## src/sv/fme_pkg.sv

```systemverilog
// ----------------------------------------------------------------------------
// fme_pkg
// shared types and constants of the fuzzy membership evaluator
// ----------------------------------------------------------------------------
package fme_pkg;

  localparam int CFG_INDEX_W = 4;

  localparam logic [CFG_INDEX_W-1:0] REG_SHAPE_KIND  = CFG_INDEX_W'(0);
  localparam logic [CFG_INDEX_W-1:0] REG_LEFT_POINT  = CFG_INDEX_W'(1);
  localparam logic [CFG_INDEX_W-1:0] REG_PEAK_POINT  = CFG_INDEX_W'(2);
  localparam logic [CFG_INDEX_W-1:0] REG_RIGHT_POINT = CFG_INDEX_W'(3);

  localparam logic [1:0] SHAPE_TRIANGLE       = 2'd0;
  localparam logic [1:0] SHAPE_LEFT_SHOULDER  = 2'd1;
  localparam logic [1:0] SHAPE_RIGHT_SHOULDER = 2'd2;

  // how the final membership is formed from the quotient
  typedef enum logic [1:0] {
    RES_ZERO = 2'd0,
    RES_ONE  = 2'd1,
    RES_RISE = 2'd2,
    RES_FALL = 2'd3
  } res_kind_t;

endpackage

```

## src/sv/fuzzy_membership_eval.sv

```systemverilog
// ----------------------------------------------------------------------------
// fuzzy_membership_eval
// degree of membership of a position in a triangle or shoulder fuzzy set
// ----------------------------------------------------------------------------
// Usage: write shape_kind, left_point, peak_point and right_point through the
// cfg channel (cfg_index selects the register) while the block is idle. Then
// stream positions in on s_tvalid/s_tready/s_tdata; each item yields one result
// item on m_tvalid/m_tready/m_tdata with the membership (unsigned, ONE means
// 1.0) and the set's representative point.
// Throughput: one item per cycle while the output is not stalled. The slope
// divider is a restoring divider with one quotient bit per pipeline stage
// (FRAC_BITS+1 stages), behind one range-test stage and followed by one output
// register.
// Stall: when m_tvalid is high and m_tready low, the whole pipeline holds and
// s_tready drops; nothing is lost or repeated. Items in flight keep moving as
// long as the output register is empty or being drained.
// Reset: all pipeline valid bits clear, the config registers return to 0
// (triangle with all points at 0). cfg_ready is always high.
// ----------------------------------------------------------------------------
module fuzzy_membership_eval #(
  parameter int POS_WIDTH = 16,
  parameter int FRAC_BITS = 15
) (
  input  logic                                        clk,
  input  logic                                        rst,
  // cfg channel
  input  logic                                        cfg_valid,
  output logic                                        cfg_ready,
  input  logic [fme_pkg::CFG_INDEX_W-1:0]             cfg_index,
  input  logic [POS_WIDTH-1:0]                        cfg_data,
  // input items
  input  logic                                        s_tvalid,
  output logic                                        s_tready,
  // position
  input  logic [((POS_WIDTH+7)/8)*8-1:0]              s_tdata,
  // result items
  output logic                                        m_tvalid,
  input  logic                                        m_tready,
  // membership, representative_point
  output logic [((FRAC_BITS+1+POS_WIDTH+7)/8)*8-1:0]  m_tdata
);

  localparam int W      = POS_WIDTH;
  localparam int F      = FRAC_BITS;
  localparam int NS     = FRAC_BITS + 1;
  localparam int DATA_W = ((FRAC_BITS + 1 + POS_WIDTH + 7) / 8) * 8;
  localparam logic [F:0] ONE = (F+1)'(1) << F;

  // config registers
  logic [1:0]   shape_kind;
  logic [W-1:0] left_point;
  logic [W-1:0] peak_point;
  logic [W-1:0] right_point;

  assign cfg_ready = 1'b1;

  always_ff @(posedge clk) begin
    if (rst) begin
      shape_kind  <= '0;
      left_point  <= '0;
      peak_point  <= '0;
      right_point <= '0;
    end else if (cfg_valid && cfg_ready) begin
      unique case (cfg_index)
        fme_pkg::REG_SHAPE_KIND:  shape_kind  <= cfg_data[1:0];
        fme_pkg::REG_LEFT_POINT:  left_point  <= cfg_data;
        fme_pkg::REG_PEAK_POINT:  peak_point  <= cfg_data;
        fme_pkg::REG_RIGHT_POINT: right_point <= cfg_data;
        default: ;
      endcase
    end
  end

  // pipeline advance
  logic advance;
  assign advance  = !m_tvalid || m_tready;
  assign s_tready = advance;

  // range tests
  logic signed [W:0] pos_x, lft_x, pk_x, rgt_x;
  logic signed [W:0] sum_lp, sum_rp, d_pos_pk, d_rgt_pk, d_pos_lft, d_pk_lft;
  fme_pkg::res_kind_t kind_next;
  logic [W-1:0]      num_next, den_next, rep_next;

  assign pos_x = {s_tdata[W-1], s_tdata[W-1:0]};
  assign lft_x = {left_point[W-1], left_point};
  assign pk_x  = {peak_point[W-1], peak_point};
  assign rgt_x = {right_point[W-1], right_point};

  assign sum_lp    = lft_x + pk_x;
  assign sum_rp    = rgt_x + pk_x;
  assign d_pos_pk  = pos_x - pk_x;
  assign d_rgt_pk  = rgt_x - pk_x;
  assign d_pos_lft = pos_x - lft_x;
  assign d_pk_lft  = pk_x - lft_x;

  always_comb begin
    kind_next = fme_pkg::RES_ZERO;
    num_next  = '0;
    den_next  = '0;
    rep_next  = '0;
    unique case (shape_kind)
      fme_pkg::SHAPE_TRIANGLE: begin
        rep_next = peak_point;
        priority if (pos_x <= rgt_x && pos_x > pk_x) begin
          kind_next = fme_pkg::RES_FALL;
          num_next  = d_pos_pk[W-1:0];
          den_next  = d_rgt_pk[W-1:0];
        end else if (pos_x >= lft_x && pos_x < pk_x) begin
          kind_next = fme_pkg::RES_RISE;
          num_next  = d_pos_lft[W-1:0];
          den_next  = d_pk_lft[W-1:0];
        end else if (pos_x == pk_x) begin
          kind_next = fme_pkg::RES_ONE;
        end else begin
          kind_next = fme_pkg::RES_ZERO;
        end
      end
      fme_pkg::SHAPE_LEFT_SHOULDER: begin
        rep_next = sum_lp[W:1];
        priority if (pos_x >= lft_x && pos_x <= pk_x) begin
          kind_next = fme_pkg::RES_ONE;
        end else if (pos_x > pk_x && pos_x <= rgt_x) begin
          kind_next = fme_pkg::RES_FALL;
          num_next  = d_pos_pk[W-1:0];
          den_next  = d_rgt_pk[W-1:0];
        end else begin
          kind_next = fme_pkg::RES_ZERO;
        end
      end
      fme_pkg::SHAPE_RIGHT_SHOULDER: begin
        rep_next = sum_rp[W:1];
        priority if (pos_x <= rgt_x && pos_x >= pk_x) begin
          kind_next = fme_pkg::RES_ONE;
        end else if (pos_x < pk_x && pos_x >= lft_x) begin
          kind_next = fme_pkg::RES_RISE;
          num_next  = d_pos_lft[W-1:0];
          den_next  = d_pk_lft[W-1:0];
        end else begin
          kind_next = fme_pkg::RES_ZERO;
        end
      end
      default: begin
        kind_next = fme_pkg::RES_ZERO;
        rep_next  = '0;
      end
    endcase
  end

  // divider pipeline, stage k holds k quotient bits
  logic               st_valid [0:NS];
  logic [W:0]         st_rem   [0:NS];
  logic [W-1:0]       st_den   [0:NS];
  logic [F:0]         st_quo   [0:NS];
  fme_pkg::res_kind_t st_kind  [0:NS];
  logic [W-1:0]       st_rep   [0:NS];

  always_ff @(posedge clk) begin
    if (rst) begin
      st_valid[0] <= 1'b0;
    end else if (advance) begin
      st_valid[0] <= s_tvalid;
    end
  end

  always_ff @(posedge clk) begin
    if (advance) begin
      st_rem[0]  <= {1'b0, num_next};
      st_den[0]  <= den_next;
      st_quo[0]  <= '0;
      st_kind[0] <= kind_next;
      st_rep[0]  <= rep_next;
    end
  end

  for (genvar k = 0; k < NS; k++) begin : g_div
    logic [W:0] r_in;
    logic [W:0] r_sub;
    logic       q_bit;

    if (k == 0) begin : g_first
      assign r_in = st_rem[k];
    end else begin : g_shift
      assign r_in = {st_rem[k][W-1:0], 1'b0};
    end

    assign r_sub = r_in - {1'b0, st_den[k]};
    assign q_bit = r_in >= {1'b0, st_den[k]};

    always_ff @(posedge clk) begin
      if (rst) begin
        st_valid[k+1] <= 1'b0;
      end else if (advance) begin
        st_valid[k+1] <= st_valid[k];
      end
    end

    always_ff @(posedge clk) begin
      if (advance) begin
        st_rem[k+1]  <= q_bit ? r_sub : r_in;
        st_den[k+1]  <= st_den[k];
        st_quo[k+1]  <= {st_quo[k][F-1:0], q_bit};
        st_kind[k+1] <= st_kind[k];
        st_rep[k+1]  <= st_rep[k];
      end
    end
  end

  // output register
  logic [F:0]   membership;
  logic [W-1:0] representative_point;
  logic [F:0]   membership_next;

  always_comb begin
    unique case (st_kind[NS])
      fme_pkg::RES_ZERO: membership_next = '0;
      fme_pkg::RES_ONE:  membership_next = ONE;
      fme_pkg::RES_RISE: membership_next = st_quo[NS];
      fme_pkg::RES_FALL: membership_next = ONE - st_quo[NS];
      default:           membership_next = '0;
    endcase
  end

  always_ff @(posedge clk) begin
    if (rst) begin
      m_tvalid <= 1'b0;
    end else if (advance) begin
      m_tvalid <= st_valid[NS];
    end
  end

  always_ff @(posedge clk) begin
    if (advance) begin
      membership           <= membership_next;
      representative_point <= st_rep[NS];
    end
  end

  assign m_tdata = DATA_W'({representative_point, membership});

  // checks
  a_div_nonzero: assert property (@(posedge clk) disable iff (rst)
    st_valid[0] && (st_kind[0] == fme_pkg::RES_RISE || st_kind[0] == fme_pkg::RES_FALL)
    |-> st_den[0] != '0 && st_rem[0] <= {1'b0, st_den[0]})
    else $error("slope operands out of range");

  a_quo_bound: assert property (@(posedge clk) disable iff (rst)
    st_valid[NS] && (st_kind[NS] == fme_pkg::RES_RISE || st_kind[NS] == fme_pkg::RES_FALL)
    |-> st_quo[NS] <= ONE && st_rem[NS] < {1'b0, st_den[NS]})
    else $error("slope quotient exceeds one");

  a_mem_bound: assert property (@(posedge clk) disable iff (rst)
    m_tvalid |-> membership <= ONE)
    else $error("membership above one");

endmodule
```

## config.mk

```make
export PLATFORM = sky130hd
export DESIGN_NAME = fuzzy_membership_eval
export DESIGN_NICKNAME = d
export VERILOG_FILES = /design/src/sv/fme_pkg.sv /design/src/sv/fuzzy_membership_eval.sv
export SDC_FILE = /design/constraint.sdc
export NUM_CORES = 2
export LEC_CHECK = 0
export BUFFER_PORTS_ARGS = -buffer_cell sky130_fd_sc_hd__clkbuf_2
export CAP_MARGIN = 10
export CORE_AREA = 2 2 316 286
export CTS_CLUSTER_DIAMETER = 150
export DETAILED_ROUTE_END_ITERATION = 12
export DIE_AREA = 0 0 318 288
export PLACE_DENSITY_LB_ADDON = 0.05
export SETUP_SLACK_MARGIN = 0.1
export SLEW_MARGIN = 20
export SYNTH_ARGS = -nofsm -noshare
export SYNTH_HDL_FRONTEND = slang
export SYNTH_SLANG_ARGS = --single-unit
export TNS_END_PERCENT = 50
```

## constraint.sdc

```tcl
create_clock -name clk -period 29.5 [get_ports clk]
set_input_delay 1.475 -clock clk [delete_from_list [all_inputs] [get_ports clk]]
set_output_delay 1.475 -clock clk [all_outputs]
set_load 0.01 [all_outputs]
```

==> flow_metrics.tcl <==
set metrics [dict create \
    drt-initial-drc-count 2699 \
    clock_sinks 1054 \
    diodes 0 \
    dieWidth_microns 318 \
    synth_area_leaders "edfxtp_1 57%, ha_1 8.4%, inv_1 2.7%" \
    yosysWarnings 0 \
    drt_first_pass_iters 6 \
    cts_tree "built" \
    syn_inst 4132 \
    grt_pass1_vias 29350 \
    max_cap_viol_count 0 \
    path_clk_slew_ns 0.06 \
    startpoint_type "primary input" \
    placed_cells 5310 \
    arrival_ns 5.82 \
    yosysTopAreaCell "edfxtp_1" \
    period_minus_slack_ns 5.514 \
    finalPower_mw 5.970 \
    max_freq_mhz 181.4 \
    ir_worst_vdd_uv 54.28 \
    grt_pass1_wl_microns 163100 \
    cp.required_ns 29.80 \
    rr_startpoint "m_tvalid" \
    cts_setup_buffers 0 \
    synth_edf_count 1003 \
    antenna_found_initial 1 \
    max_stage_delay_ns 0.91 \
    syn2layout_area_growth_pct 9.792 \
    dp_slack_ns 23.24 \
    stdcell_count 5503 \
    crit_start "m_tready" \
    async_flop_share 0 \
    io_pins 76 \
    hold_viol_final 0 \
    wl_per_cell_microns 19.08 \
    rows 104 \
    cts_root_buffer "clkbuf_16" \
    start_util 0.5937 \
    relSlewSlack 0.2554 \
    synth_ff_type "edfxtp_1" \
    cp_num_buf_inv 6 \
    finalSetupViolations 0 \
    ys_types 78 \
    finalWirelength_microns 105000 \
    cts_buffers 103 \
    slowest_stage "buf_4" \
    io_buffers 74 \
    num_vias 31700 \
    synth_nets 4546 \
    power_density_nw_per_um2 103.4 \
    finalWeightedCongestion 0.9003 \
    drive_above_1_share 0.1160 \
    worst_pin_slew_ns 1.117 \
    vias_per_cell 5.760 \
    fin_ws_ns 23.99 \
    p_leak_nw 22.99 \
    grt.overflow.total 0 \
    cp_common_cell "buf_4" \
    final.period_utilization 0.1869 \
    worst_path_dominant_cell_family "buffers and inverters" \
    ant_nets 0 \
    cts_buffer_depth 3 \
    fin_nets 4663 \
    cts_hold_buf 0 \
    drc 0 \
    path_max_fanout 190 \
    crit_type "primary input to register" \
    dieArea_sq_um 91580 \
    chipHeight_microns 288 \
    grt_usage 0.2266 \
    dp_hpwl_microns 73850 \
    cts_resized 0 \
    mappedNetlistArea_sq_um 52610 \
    fin_skew_ns 0.02469 \
    cts_htree_levels 3 \
    slew_viol_final 0 \
    status "completed" \
    avgSynthCellArea_sq_um 12.73 \
    setup_tns_ns 0 \
    worstHoldPathType "register to register" \
    min-delay-start "st_rep[7][2]" \
    clk_latency_ns 0.69 \
    core_sq_um 88620 \
    ys_seq_area_frac 0.5919 \
    crit_chain "clkbuf_2, nor2b_1, inv_8, buf_4, buf_4, buf_4, buf_12" \
    ys_ff_latch 1054 \
    grt_max_degree 191 \
    rsz0062_at_grt "false" \
    end_kind "register" \
    utilization 0.6518 \
    yosysTopAreaCellShare 0.5725 \
]
[cells by family (layout without fill, tap and decap cells)]
logic type	Yosys count	count (layout)	share of synthesized area
and+or+nand+nor	955	955	0.08657
DFF	1054	1054	0.5919
adders and majority gates	373	373	0.09157
muxes	195	195	0.04673
xor gates and xnor gates	230	230	0.03829
other	1	1	0.00007128
AOI/OAI and AO/OA	865	865	0.1094
buffers and inverters	459	664	0.03541
[layout make-up]
type	count	area [sq um]
sequential	1054	31140
timing repair buffer	87	493.0
clock inverter	73	914.6
clock buffer	120	2665
fill	6650	30860
tap	1166	1459
inverter	384	1449
multi-input combinational	2619	19640
[per-layer routing]
metal,routed length [microns],vias up,track usage
met3,5729,166,0.03630
met2,46480,766,0.3466
li1,-,15560,-
met5,18,-,0
met1,50030,15210,0.3361
met4,2738,2,0.06702
[sequential cells by signal, indices dropped and copies added (netlist names)]
register              count
membership               16
m_tvalid                  1
peak_point               16
st_rep                  272
right_point              16
representative_point     16
st_valid                 17
st_den                  256
shape_kind                2
st_rem                  256
st_kind                  34
left_point               16
st_quo                  136
[placed cells by master (no fill, tap or decap), types with 14 or more instances in the layout]
master,netlist,final
o22ai_2,16,16
dfxtp_1,51,51
xor2_1,81,81
o21ai_0,162,162
nand3_1,54,54
nand4_1,49,49
edfxtp_1,1003,1003
clkbuf_2,0,74
mux2_4,77,77
a211o_1,21,21
a31o_2,17,17
a211oi_1,16,16
a21o_1,61,61
nand2_1,265,265
and3_1,31,31
clkbuf_1,55,14
inv_1,384,383
fa_1,20,20
or3_1,23,23
clkinv_2,0,15
nor3_1,112,112
a21oi_1,273,273
and2_1,42,42
mux2_2,97,97
nand2b_1,21,21
mux2i_1,21,21
nor2_1,234,232
o21a_1,57,57
xnor2_1,149,149
clkbuf_16,0,103
o31a_1,30,30
nor2b_1,76,76
a31oi_1,22,22
o41ai_1,14,14
bufinv_16,0,16
clkinv_1,0,17
ha_1,353,353
[cells in the mapped netlist (all sizes together), types with 21 or more instances]
cell,number
edfxtp,1003
nor2b,76
a21oi,286
nor3,112
a211o,21
nand4,50
o31a,30
and2,43
mux2,174
inv,384
o22ai,24
clkbuf,55
or3,24
o21a,57
o21ai,178
nand2,265
dfxtp,51
xor2,81
mux2i,21
a31oi,22
and3,31
a21o,61
nand2b,21
nor2,234
nand3,54
ha,353
xnor2,149
[report_power, final]
part	total, mW	leakage (nW)	switching (mW)	internal [mW]
clock network	1.37	1.71	0.578	0.796
logic	2.35	9.34	1.20	1.15
registers	2.24	11.9	0.167	2.08
[worst register-to-register path: stages, from the launching register on]
cell     delay, ns
dfxtp_1       0.30
nor2b_1       0.21
inv_8         0.46
buf_4         0.97
buf_4         0.84
buf_4         0.94
buf_12        0.74
[per-stage QoR]
stage | hold WS (ns) | instance area, sq um
after global routing | 0.4208 | 57760
final | 0.4106 | 57760
after detailed placement | 0.4045 | 54150
after floorplan | 0.4003 | 52610
after global placement | 0.4003 | 54150
after CTS | 0.4140 | 57730
[final timing paths]
kind                                      end  cells after the start  slack (ns)
worst max-delay path            st_quo[14][7]                      7       23.99
worst min-delay path             st_rep[8][2]                      0        0.41
worst max register to register  st_quo[14][7]                      6       24.45
worst min register to register   st_rep[8][2]                      0        0.41
(Power assumes the default switching activity.)
